## config.mk

```make
export PLATFORM = sky130hd
export DESIGN_NAME = marker_rle_block_decoder_unit_flat
export DESIGN_NICKNAME = d
export VERILOG_FILES = /design/src/sv/mrle_pkg.sv /design/src/sv/mrle_if.sv /design/src/sv/mrle_cfg.sv /design/src/sv/mrle_in_reg.sv /design/src/sv/mrle_core.sv /design/src/sv/mrle_out_reg.sv /design/src/sv/marker_rle_block_decoder_unit.sv /design/src/flat_wrapper.sv
export VERILOG_INCLUDE_DIRS = /design/src /design/src/sv
export SDC_FILE = /design/constraint.sdc
export NUM_CORES = 1
export LEC_CHECK = 0
export BUFFER_PORTS_ARGS = -buffer_cell sky130_fd_sc_hd__clkbuf_2
export CAP_MARGIN = 20
export CORE_MARGIN = 5
export CORE_UTILIZATION = 25
export CTS_BUF_LIST = sky130_fd_sc_hd__clkbuf_8
export CTS_CLUSTER_DIAMETER = 80
export CTS_CLUSTER_SIZE = 30
export DETAILED_ROUTE_END_ITERATION = 16
export PLACE_DENSITY = 0.39
export SYNTH_ARGS = -nofsm -noshare
export SYNTH_HDL_FRONTEND = slang
export SYNTH_SLANG_ARGS = --single-unit
export TNS_END_PERCENT = 100
```

## constraint.sdc

```tcl
create_clock -name clk -period 8.4 [get_ports clk]
set_clock_uncertainty 0.05 [all_clocks]
set_input_delay 0.42 -clock clk [delete_from_list [all_inputs] [get_ports clk]]
set_output_delay 0.42 -clock clk [all_outputs]
set_load 0.01 [all_outputs]
```

## src/sv/marker_rle_block_decoder_unit_defines.svh

```systemverilog
// Assertion macros used by the decoder top file, which carries the checks.
`ifndef MARKER_RLE_BLOCK_DECODER_UNIT_DEFINES_SVH
`define MARKER_RLE_BLOCK_DECODER_UNIT_DEFINES_SVH

// Same-cycle implication, sampled on the rising clock edge outside reset.
`define MRLE_ASSERT_IMPL(lbl, ante, cons, msg) \
	lbl: assert property (@(posedge clk) disable iff (!arst_n) (ante) |-> (cons)) else $error(msg);

// Next-cycle implication, sampled on the rising clock edge outside reset.
`define MRLE_ASSERT_NEXT(lbl, ante, cons, msg) \
	lbl: assert property (@(posedge clk) disable iff (!arst_n) (ante) |=> (cons)) else $error(msg);

`endif

```

## src/sv/mrle_pkg.sv

```systemverilog
// ----------------------------------------------------------------------------
// mrle_pkg
// Shared types and constants of the marker byte run-length block decoder.
// ----------------------------------------------------------------------------
package mrle_pkg;

	localparam int unsigned CFG_IDX_W = 2;
	localparam int unsigned CFG_DATA_W = 32;

	localparam logic [CFG_IDX_W-1:0] REG_FRAMED_MODE = 2'd0;
	localparam logic [CFG_IDX_W-1:0] REG_BLOCK_COUNT = 2'd1;
	localparam logic [CFG_IDX_W-1:0] REG_SINGLE_MARKER = 2'd2;
	localparam logic [CFG_IDX_W-1:0] REG_OUTPUT_LIMIT = 2'd3;

	localparam logic [31:0] OUTPUT_LIMIT_RESET = 32'hffff_ffff;
	localparam logic [15:0] HEADER_BYTES = 16'd5;

	typedef struct packed {
		logic [7:0] data_byte;
		logic       last_byte;
	} in_item_t;

	typedef struct packed {
		logic [7:0]  out_value;
		logic [15:0] out_count;
		logic        clipped;
		logic        malformed;
		logic        stream_done;
	} result_t;

	typedef struct packed {
		logic        framed_mode;
		logic [7:0]  single_marker;
		logic        block_count_wr;
		logic        output_limit_wr;
		logic [31:0] wr_data;
	} cfg_t;

endpackage

```

## src/sv/mrle_if.sv

```systemverilog
// ----------------------------------------------------------------------------
// mrle channel interfaces
// Valid/ready channels for input items, result items and register writes.
// ----------------------------------------------------------------------------
interface mrle_in_if;
	logic       valid;
	logic       ready;
	logic [7:0] data_byte;
	logic       last_byte;

	modport source (output valid, output data_byte, output last_byte, input ready);
	modport sink (input valid, input data_byte, input last_byte, output ready);
endinterface

interface mrle_out_if;
	logic        valid;
	logic        ready;
	logic [7:0]  out_value;
	logic [15:0] out_count;
	logic        clipped;
	logic        malformed;
	logic        stream_done;

	modport source (output valid, output out_value, output out_count, output clipped,
		output malformed, output stream_done, input ready);
	modport sink (input valid, input out_value, input out_count, input clipped,
		input malformed, input stream_done, output ready);
endinterface

interface mrle_cfg_if;
	logic                               valid;
	logic                               ready;
	logic [mrle_pkg::CFG_IDX_W-1:0]     index;
	logic [mrle_pkg::CFG_DATA_W-1:0]    data;

	modport source (output valid, output index, output data, input ready);
	modport sink (input valid, input index, input data, output ready);
endinterface

```

## src/sv/mrle_cfg.sv

```systemverilog
// ----------------------------------------------------------------------------
// mrle_cfg
// Configuration register file with write strobes for the loaded counters.
// ----------------------------------------------------------------------------
module mrle_cfg (
	input  logic               clk,
	input  logic               arst_n,
	mrle_cfg_if.sink           cfg_ch,
	output mrle_pkg::cfg_t     cfg
);

	logic       wr;
	logic       framed_mode_q;
	logic [7:0] single_marker_q;

	assign cfg_ch.ready = 1'b1;
	assign wr = cfg_ch.valid;

	always_ff @(posedge clk or negedge arst_n) begin
		if (!arst_n) begin
			framed_mode_q <= 1'b1;
			single_marker_q <= 8'd0;
		end else if (wr) begin
			if (cfg_ch.index == mrle_pkg::REG_FRAMED_MODE) begin
				framed_mode_q <= cfg_ch.data[0];
			end
			if (cfg_ch.index == mrle_pkg::REG_SINGLE_MARKER) begin
				single_marker_q <= cfg_ch.data[7:0];
			end
		end
	end

	always_comb begin
		cfg.framed_mode = framed_mode_q;
		cfg.single_marker = single_marker_q;
		cfg.block_count_wr = wr && (cfg_ch.index == mrle_pkg::REG_BLOCK_COUNT);
		cfg.output_limit_wr = wr && (cfg_ch.index == mrle_pkg::REG_OUTPUT_LIMIT);
		cfg.wr_data = cfg_ch.data;
	end

endmodule

```

## src/sv/mrle_in_reg.sv

```systemverilog
// ----------------------------------------------------------------------------
// mrle_in_reg
// Input register stage holding one accepted compressed byte.
// ----------------------------------------------------------------------------
module mrle_in_reg (
	input  logic                 clk,
	input  logic                 arst_n,
	mrle_in_if.sink              in_ch,
	input  logic                 advance,
	output logic                 valid_s1,
	output mrle_pkg::in_item_t   item_s1
);

	assign in_ch.ready = !valid_s1 || advance;

	always_ff @(posedge clk or negedge arst_n) begin
		if (!arst_n) begin
			valid_s1 <= 1'b0;
		end else if (in_ch.ready) begin
			valid_s1 <= in_ch.valid;
		end
	end

	always_ff @(posedge clk) begin
		if (in_ch.valid && in_ch.ready) begin
			item_s1.data_byte <= in_ch.data_byte;
			item_s1.last_byte <= in_ch.last_byte;
		end
	end

endmodule

```

## src/sv/mrle_core.sv

```systemverilog
// ----------------------------------------------------------------------------
// mrle_core
// Block header parser, escape decoder and output limit tracking.
// ----------------------------------------------------------------------------
module mrle_core (
	input  logic                 clk,
	input  logic                 arst_n,
	input  mrle_pkg::cfg_t       cfg,
	input  logic                 fire,
	input  mrle_pkg::in_item_t   item_s1,
	output logic                 res_valid,
	output mrle_pkg::result_t    res
);

	localparam logic [2:0] PH_HDR = 3'd0;
	localparam logic [2:0] PH_BODY = 3'd1;
	localparam logic [2:0] PH_ESCN = 3'd2;
	localparam logic [2:0] PH_ESCLO = 3'd3;
	localparam logic [2:0] PH_ESCHI = 3'd4;
	localparam logic [2:0] PH_ESCV = 3'd5;
	localparam logic [2:0] PH_PASS = 3'd6;
	localparam logic [2:0] PH_DONE = 3'd7;

	logic [2:0]  phase_q, phase_d;
	logic [2:0]  hidx_q, hidx_d;
	logic [15:0] bbl_q, bbl_d;
	logic [15:0] blocks_q, blocks_d;
	logic [7:0]  marker_q, marker_d;
	logic [15:0] plen_q, plen_d;
	logic [31:0] room_q, room_d;
	logic [31:0] emitted_q, emitted_d;

	logic        run_req;
	logic [7:0]  run_v;
	logic [15:0] run_n;
	logic [15:0] take;
	logic        body;
	logic        endb;
	logic        have;
	logic        mal;
	logic        done;
	logic [7:0]  b;

	assign b = item_s1.data_byte;

	always_comb begin
		phase_d = phase_q;
		hidx_d = hidx_q;
		bbl_d = bbl_q;
		blocks_d = blocks_q;
		marker_d = marker_q;
		plen_d = plen_q;
		room_d = room_q;
		emitted_d = emitted_q;
		run_req = 1'b0;
		run_v = 8'd0;
		run_n = 16'd0;
		take = 16'd0;
		body = 1'b0;
		endb = 1'b0;
		have = 1'b0;
		mal = 1'b0;
		done = 1'b0;
		if (fire && phase_q != PH_DONE) begin
			if (phase_d == PH_HDR && hidx_d == 3'd0 && !cfg.framed_mode) begin
				marker_d = cfg.single_marker;
				blocks_d = 16'd0;
				phase_d = PH_BODY;
			end else if (phase_d == PH_HDR && hidx_d == 3'd0 && blocks_d == 16'd0) begin
				phase_d = PH_PASS;
			end
			unique case (phase_d)
				PH_HDR: begin
					if (hidx_d == 3'd0) begin
						bbl_d = {8'd0, b};
					end else if (hidx_d == 3'd1) begin
						bbl_d = {b, bbl_d[7:0]};
					end
					if (hidx_d >= 3'd4) begin
						marker_d = b;
						bbl_d = (bbl_d < mrle_pkg::HEADER_BYTES) ? 16'd0
							: bbl_d - mrle_pkg::HEADER_BYTES;
						hidx_d = 3'd0;
						phase_d = PH_BODY;
						endb = (bbl_d == 16'd0);
					end else begin
						hidx_d = hidx_d + 3'd1;
					end
				end
				PH_PASS: begin
					run_req = 1'b1;
					run_v = b;
					run_n = 16'd1;
				end
				PH_BODY: begin
					body = 1'b1;
					if (b == marker_d) begin
						phase_d = PH_ESCN;
					end else begin
						run_req = 1'b1;
						run_v = b;
						run_n = 16'd1;
					end
				end
				PH_ESCN: begin
					body = 1'b1;
					if (b != 8'd0) begin
						plen_d = {8'd0, b};
						phase_d = PH_ESCV;
					end else begin
						phase_d = PH_ESCLO;
					end
				end
				PH_ESCLO: begin
					body = 1'b1;
					plen_d = {8'd0, b};
					phase_d = PH_ESCHI;
				end
				PH_ESCHI: begin
					body = 1'b1;
					plen_d = {b, plen_d[7:0]};
					phase_d = PH_ESCV;
				end
				PH_ESCV: begin
					body = 1'b1;
					run_req = 1'b1;
					run_v = b;
					run_n = plen_d;
					phase_d = PH_BODY;
				end
				default: begin
				end
			endcase

			if (run_req && run_n != 16'd0) begin
				have = 1'b1;
				take = (room_q < {16'd0, run_n}) ? room_q[15:0] : run_n;
				room_d = room_q - {16'd0, take};
				emitted_d = emitted_q + {16'd0, take};
			end

			if (body && blocks_d != 16'd0) begin
				bbl_d = bbl_d - 16'd1;
				if (bbl_d == 16'd0) begin
					if (phase_d != PH_BODY) begin
						mal = 1'b1;
						phase_d = PH_BODY;
					end
					endb = 1'b1;
				end
			end

			if (endb) begin
				blocks_d = blocks_d - 16'd1;
				hidx_d = 3'd0;
				if (blocks_d == 16'd0) begin
					phase_d = PH_DONE;
					done = 1'b1;
				end else begin
					phase_d = PH_HDR;
				end
			end

			if (item_s1.last_byte && phase_d != PH_DONE) begin
				if (phase_d >= PH_ESCN && phase_d <= PH_ESCV) begin
					mal = 1'b1;
				end
				phase_d = PH_DONE;
				done = 1'b1;
			end
		end
		if (cfg.block_count_wr) begin
			blocks_d = cfg.wr_data[15:0];
		end
		if (cfg.output_limit_wr) begin
			room_d = (cfg.wr_data > emitted_q) ? cfg.wr_data - emitted_q : 32'd0;
		end
	end

	always_ff @(posedge clk or negedge arst_n) begin
		if (!arst_n) begin
			phase_q <= PH_HDR;
			hidx_q <= 3'd0;
			bbl_q <= 16'd0;
			blocks_q <= 16'd0;
			marker_q <= 8'd0;
			plen_q <= 16'd0;
			room_q <= mrle_pkg::OUTPUT_LIMIT_RESET;
			emitted_q <= 32'd0;
		end else begin
			phase_q <= phase_d;
			hidx_q <= hidx_d;
			bbl_q <= bbl_d;
			blocks_q <= blocks_d;
			marker_q <= marker_d;
			plen_q <= plen_d;
			room_q <= room_d;
			emitted_q <= emitted_d;
		end
	end

	always_comb begin
		res_valid = have || mal || done;
		res.out_value = have ? run_v : 8'd0;
		res.out_count = take;
		res.clipped = have && (take != run_n);
		res.malformed = mal;
		res.stream_done = done;
	end

endmodule

```

## src/sv/mrle_out_reg.sv

```systemverilog
// ----------------------------------------------------------------------------
// mrle_out_reg
// Result register driving the output channel.
// ----------------------------------------------------------------------------
module mrle_out_reg (
	input  logic                 clk,
	input  logic                 arst_n,
	input  logic                 load,
	input  mrle_pkg::result_t    res,
	output logic                 can_take,
	mrle_out_if.source           out_ch
);

	logic              valid_s2;
	mrle_pkg::result_t res_s2;

	assign can_take = !valid_s2 || out_ch.ready;

	always_ff @(posedge clk or negedge arst_n) begin
		if (!arst_n) begin
			valid_s2 <= 1'b0;
		end else if (can_take) begin
			valid_s2 <= load;
		end
	end

	always_ff @(posedge clk) begin
		if (can_take && load) begin
			res_s2 <= res;
		end
	end

	always_comb begin
		out_ch.valid = valid_s2;
		out_ch.out_value = res_s2.out_value;
		out_ch.out_count = res_s2.out_count;
		out_ch.clipped = res_s2.clipped;
		out_ch.malformed = res_s2.malformed;
		out_ch.stream_done = res_s2.stream_done;
	end

endmodule

```

## src/sv/marker_rle_block_decoder_unit.sv

```systemverilog
// ----------------------------------------------------------------------------
// marker_rle_block_decoder_unit
// Marker byte run-length decoder for framed or single block streams.
// ----------------------------------------------------------------------------
// Compressed bytes enter on in_ch, one item per byte with last_byte marking
// the end of the stream. Each run, literal or flag event leaves on out_ch as
// one item holding the byte value, its repeat count after clipping and the
// clipped, malformed and stream_done flags. Header bytes, escape bytes and
// bytes after the end of the stream give no item.
// Registers are written through cfg_ch, which is always ready; write them
// only while no item is in flight.
// A byte is held in an input register and decoded once the output register
// can take a result; the result is then placed in the output register and
// offered on out_ch. One byte is taken every cycle while out_ch is not
// stalled; the decoder state for each byte is computed combinationally and
// registered as its result is loaded, which sets that rate.
// While the receiver stalls with a result waiting, one further byte is held
// and then in_ch.ready drops. Reset empties both registers and restarts the
// decoder at the first header byte with the register reset values.
// ----------------------------------------------------------------------------
`include "marker_rle_block_decoder_unit_defines.svh"

module marker_rle_block_decoder_unit (
	input  logic         clk,
	input  logic         arst_n,
	mrle_in_if.sink      in_ch,
	mrle_out_if.source   out_ch,
	mrle_cfg_if.sink     cfg_ch
);

	mrle_pkg::cfg_t     cfg;
	mrle_pkg::in_item_t item_s1;
	mrle_pkg::result_t  res;
	logic               valid_s1;
	logic               can_take;
	logic               fire;
	logic               res_valid;

	assign fire = valid_s1 && can_take;

	mrle_cfg u_cfg (
		.clk    (clk),
		.arst_n (arst_n),
		.cfg_ch (cfg_ch),
		.cfg    (cfg)
	);

	mrle_in_reg u_in_reg (
		.clk      (clk),
		.arst_n   (arst_n),
		.in_ch    (in_ch),
		.advance  (can_take),
		.valid_s1 (valid_s1),
		.item_s1  (item_s1)
	);

	mrle_core u_core (
		.clk       (clk),
		.arst_n    (arst_n),
		.cfg       (cfg),
		.fire      (fire),
		.item_s1   (item_s1),
		.res_valid (res_valid),
		.res       (res)
	);

	mrle_out_reg u_out_reg (
		.clk      (clk),
		.arst_n   (arst_n),
		.load     (fire && res_valid),
		.res      (res),
		.can_take (can_take),
		.out_ch   (out_ch)
	);

	`MRLE_ASSERT_IMPL(a_empty_run_flagged,
		out_ch.valid && out_ch.out_count == 16'd0 && !out_ch.clipped,
		out_ch.malformed || out_ch.stream_done, "Result with zero count carries no flag")
	`MRLE_ASSERT_NEXT(a_silent_after_done,
		out_ch.valid && out_ch.ready && out_ch.stream_done,
		!out_ch.valid, "Result delivered after the end of the stream")
	`MRLE_ASSERT_IMPL(a_stall_blocks_input,
		out_ch.valid && !out_ch.ready && valid_s1,
		!in_ch.ready, "Input accepted while both stages are held")

endmodule
```

## src/flat_wrapper.sv

```systemverilog
// flat-port wrapper written by rule: the top's interface ports become plain ports
module marker_rle_block_decoder_unit_flat 
  (clk, arst_n, in_ch_valid, in_ch_data_byte, in_ch_last_byte, in_ch_ready, out_ch_valid, out_ch_out_value, out_ch_out_count, out_ch_clipped, out_ch_malformed, out_ch_stream_done, out_ch_ready, cfg_ch_valid, cfg_ch_index, cfg_ch_data, cfg_ch_ready);
  mrle_in_if in_ch_i ();
  mrle_out_if out_ch_i ();
  mrle_cfg_if cfg_ch_i ();
  input  logic clk;
  input  logic arst_n;
  input wire logic [$bits(in_ch_i.valid)-1:0] in_ch_valid;
  input wire logic [$bits(in_ch_i.data_byte)-1:0] in_ch_data_byte;
  input wire logic [$bits(in_ch_i.last_byte)-1:0] in_ch_last_byte;
  output wire logic [$bits(in_ch_i.ready)-1:0] in_ch_ready;
  output wire logic [$bits(out_ch_i.valid)-1:0] out_ch_valid;
  output wire logic [$bits(out_ch_i.out_value)-1:0] out_ch_out_value;
  output wire logic [$bits(out_ch_i.out_count)-1:0] out_ch_out_count;
  output wire logic [$bits(out_ch_i.clipped)-1:0] out_ch_clipped;
  output wire logic [$bits(out_ch_i.malformed)-1:0] out_ch_malformed;
  output wire logic [$bits(out_ch_i.stream_done)-1:0] out_ch_stream_done;
  input wire logic [$bits(out_ch_i.ready)-1:0] out_ch_ready;
  input wire logic [$bits(cfg_ch_i.valid)-1:0] cfg_ch_valid;
  input wire logic [$bits(cfg_ch_i.index)-1:0] cfg_ch_index;
  input wire logic [$bits(cfg_ch_i.data)-1:0] cfg_ch_data;
  output wire logic [$bits(cfg_ch_i.ready)-1:0] cfg_ch_ready;
  assign in_ch_i.valid = in_ch_valid;
  assign in_ch_i.data_byte = in_ch_data_byte;
  assign in_ch_i.last_byte = in_ch_last_byte;
  assign in_ch_ready = in_ch_i.ready;
  assign out_ch_valid = out_ch_i.valid;
  assign out_ch_out_value = out_ch_i.out_value;
  assign out_ch_out_count = out_ch_i.out_count;
  assign out_ch_clipped = out_ch_i.clipped;
  assign out_ch_malformed = out_ch_i.malformed;
  assign out_ch_stream_done = out_ch_i.stream_done;
  assign out_ch_i.ready = out_ch_ready;
  assign cfg_ch_i.valid = cfg_ch_valid;
  assign cfg_ch_i.index = cfg_ch_index;
  assign cfg_ch_i.data = cfg_ch_data;
  assign cfg_ch_ready = cfg_ch_i.ready;
  marker_rle_block_decoder_unit u_core (.clk(clk), .arst_n(arst_n), .in_ch(in_ch_i), .out_ch(out_ch_i), .cfg_ch(cfg_ch_i));
endmodule
```

==> results.yml <==
synthesis:
  ys_dominant_reg_cell: "sky130_fd_sc_hd__dfrtp_1"
  sequential_fraction_of_the_synthesis_area: 0.324
  yosys_warnings: 0
  synth.cell_area_sq_um: 14100
  postSynthRegisterBits: 173
  yosysUniqueCellTypes: 95
  syn-instance-count: 1694
  synth_nets: 1832
  number_of_synthesized_flops_with_an_enable_pin: 36
  syn_avg_cell_area_sq_um: 8.30
  post_synthesis_async_set_or_reset_flop_share: 0.792
floorplan:
  floorplan.die_area_sq_um: 61100
  start_util: 0.251
  chipWidth_um: 247
  ioPinCount: 78
  core_sq_um: 56100
  chipHeight_um: 247
  rows: 87
detailed_routing:
  routed-wl-met2_um: 23200
  initialDrtViolationCount: 920
  route.detailed.wl_per_inst_um: 19.8
  met1_length_um: 23900
  routed_wirelength_um: 49900
  met3_wirelength_um: 2170
  detailedRoute.firstPassIterationCount: 5
  drt.antenna.violating_nets: 0
  vias_per_cell: 5.11
  detailroute.via_count: 12900
  highest_layer: "met4"
  drc_viols: 0
critical_path:
  critPathMaxStageDelay_ns: 0.66
  worst_setup_path_startpoint: "u_core.u_core.hidx_q[1]"
  crit_fanout: 17
  timing.critical_path.max_delay_family: "compound AO/OA/AOI/OAI gates"
  crit-reg2reg-launch: "u_core.u_core.hidx_q[1]"
  worst-path-buf-inv: 2
  r2r_slack_ns: 0.80
  worst_path_max_delay_cell: "sky130_fd_sc_hd__o41ai_1"
  worstReg2RegEnd: "u_core.u_core.emitted_q[30]"
  worst-endpoint-arrival_ns: 8.03
  worst-setup-path-type: "flip-flop to flip-flop"
  timing.critical_path.mode_cell: "sky130_fd_sc_hd__a21oi_1"
  startpoint_type: "flip-flop"
  end_kind: "flip-flop"
  worst_ep_required_time_ns: 8.84
  ff2ff_path_depth: 28
sta:
  rsz0062_at_grt: "false"
  tns_ns: 0
  timing.hold.ws_ns: 0.0641
  finalSetupViolations: 0
  period_needed_ns: 7.60
  maxSlewHeadroom: 0.208
  timing_hold_violations_final: 0
  fmaxAchievable_ghz: 0.132
  report.final.slew_viol_count: 0
  postLayoutSetupSlackWorst_ns: 0.804
  worst-slew-pin-transition_ns: 1.18
  finalCritPeriodShare: 0.904
power_and_ir_drop:
  cellLeakagePower_nw: 6.83
  swShare: 0.496
  power.share.sequential: 0.298
  powerDensity_nw_per_um2: 321
  total_switching_power_mw: 2.52
  cellInternalPower_mw: 2.56
  report.power.total_mw: 5.09
  comb_power_share: 0.574
  power.share.clock: 0.128
  ir_worst_vdd_v: 0.000116
grt:
  grt_first_pass_wirelength_um: 77600
  grt_max_degree: 83
  grt_util_all_layers: 0.165
  remaining_overflow_grt: 0
  number_of_antenna_violations_at_the_first_check_in_global_routing: 2
  grt_pass1_vias: 12700
clock_network:
  cell_at_the_root_of_the_clock_tree: "sky130_fd_sc_hd__clkbuf_8"
  ctsLongestPathBuffers: 2
  cts_buffers: 17
  ctsHtreeMaxLevel: 4
  cts_setup_buffers: 0
  insertion_delay_of_the_later_clocked_pin_in_the_worst_skew_pair_ns: 0.57
  cts_tree: "done"
  path_clk_slew_ns: 0.10
  clock_net_sink_count: 173
worst_hold_path:
  worstHoldPathCells: 3
  hold_path_end: "u_core.u_core.blocks_q[12]"
  hold_path_class: "primary input to flip-flop"
  timing.hold.worst.start: "cfg_ch_data[12]"
placed_design:
  post_dp_cell_area_sq_um: 15300
  io_buffers: 76
  dp_slack_ns: 0.625
  placed_cells: 2480
  place.gp.congestion: 0.877
  detailed_place_hpwl_um: 37400
status:
  status: "finished, final reports clean"
layout:
  utilization: 0.283
  layout.cell_area.non_filler_sq_um: 15800
  post_route_cells_drive_above_1_share: 0.126
  final-instance-count-excl-fill: 2527
  areaGrowthSynthToFinish_pct: 12.7
  final_nets: 1895
job:
  timing.max_cap.violations: 0
==> worst reg2reg max path: cells and delay by family, from the launching register on <==
family	cells	cell delay [ns]
compound gates	17	4.14
fa+ha+maj	3	1.17
simple gates	3	0.70
xor+xnor	1	0.12
buf+inv	2	0.40
flops	1	0.41
mux	2	0.52
==> cell usage after synthesis (all sizes together) (27+ instances only) <==
cell type  number  area [sq um]
dfrtp         104          2600
nor2          169           634
o22ai          27           169
o21ai         103           515
dfstp          33           867
clkbuf         52           195
xor2           37           324
a21oi         116           584
a21o           39           293
xnor2          67           587
nand2         183           689
edfxtp         36          1080
inv           102           383
ha             87          1090
mux2i          31           314
nor3           36           185
nand3          60           305
nor4           34           234
==> metal layers <==
layer | track usage | up-vias
met2 | 0.267 | 295
li1 | - | 6307
met1 | 0.226 | 6267
met4 | 0.0409 | 0
met3 | 0.0326 | 41
met5 | 0 | -
==> power groups by stage <==
stage / logic (mW) / clock network (mW) / registers, mW
after floorplan: 2.12 / 0 / 1.39
after global placement: 2.89 / 0 / 1.53
after detailed placement: 2.90 / 0 / 1.53
after CTS: 2.92 / 0.687 / 1.51
after global routing: 3.27 / 0.715 / 1.55
final: 2.92 / 0.653 / 1.52
==> state kept, by name, indices dropped and copies added (netlist names), 3 cells and up <==
name                               count
u_core.u_out_reg.out_ch.out_count     16
u_core.u_core.blocks_q                16
u_core.u_in_reg.item_s1                9
u_core.u_core.phase_q                  3
u_core.u_core.emitted_q               32
u_core.u_cfg.single_marker_q           8
u_core.u_core.plen_q                  16
u_core.u_core.marker_q                 8
u_core.u_core.bbl_q                   16
u_core.u_core.room_q                  32
u_core.u_out_reg.out_ch.out_value      8
u_core.u_core.hidx_q                   3
==> worst max-delay path by stage <==
stage / end / slack, ns / cells past startpoint
6_report: u_core.u_core.emitted_q[30] / 0.80 / 28
4_1_cts: u_core.u_core.emitted_q[30] / 0.57 / 28
3_5_place_dp: u_core.u_core.emitted_q[30] / 0.63 / 28
3_3_place_gp: u_core.u_core.emitted_q[30] / 0.93 / 28
2_1_floorplan: u_core.u_core.room_q[26] / 2.01 / 30
5_1_grt: u_core.u_core.emitted_q[30] / 0.14 / 28
==> layout make-up <==
cell class | count | area [sq um]
fill | 6095 | 40200
multi-input combinational | 1349 | 8870
sequential | 173 | 4550
tap | 756 | 946
timing repair buffer | 114 | 702
inverter | 102 | 383
clock buffer | 17 | 234
clock inverter | 15 | 160
antenna | 1 | 2.50
==> timing repair <==
action / 4_1_cts / 5_1_grt
hold endpoints to repair: 83 / 0
setup endpoints to repair: 0 / 5
hold buffers: 12 / 0
resized for setup: 0 / 1
==> cells in the final DEF, fill, tap and decap left out, drive strengths merged, types with 14 or more instances in the layout <==
cell	instances
dfrtp	104
nand2b	17
nor3	36
inv	110
mux2	17
xnor2	67
edfxtp	36
and2	19
a22oi	15
a21o	39
clkbuf	92
buf	27
nand3	60
dfstp	33
ha	87
mux2i	31
nor2b	17
nand2	183
nand4	23
xor2	37
a31oi	18
o21ai	103
nor2	169
o22ai	27
a221oi	14
a21oi	116
and3	17
nor4	34
a22o	19
==> cells by family after synthesis <==
logic type               count (synthesis)  synth area share
AO/OA/AOI/OAI                          480             0.227
XOR/XNOR                               104            0.0648
adder cells (fa/ha/maj)                 90            0.0817
buffers and inverters                  172            0.0485
flip-flops                             173             0.324
multiplexers                            48            0.0359
other                                    1          0.000267
AND/OR/NAND/NOR                        626             0.218
Note: power is estimated with default switching activity, not from simulation.
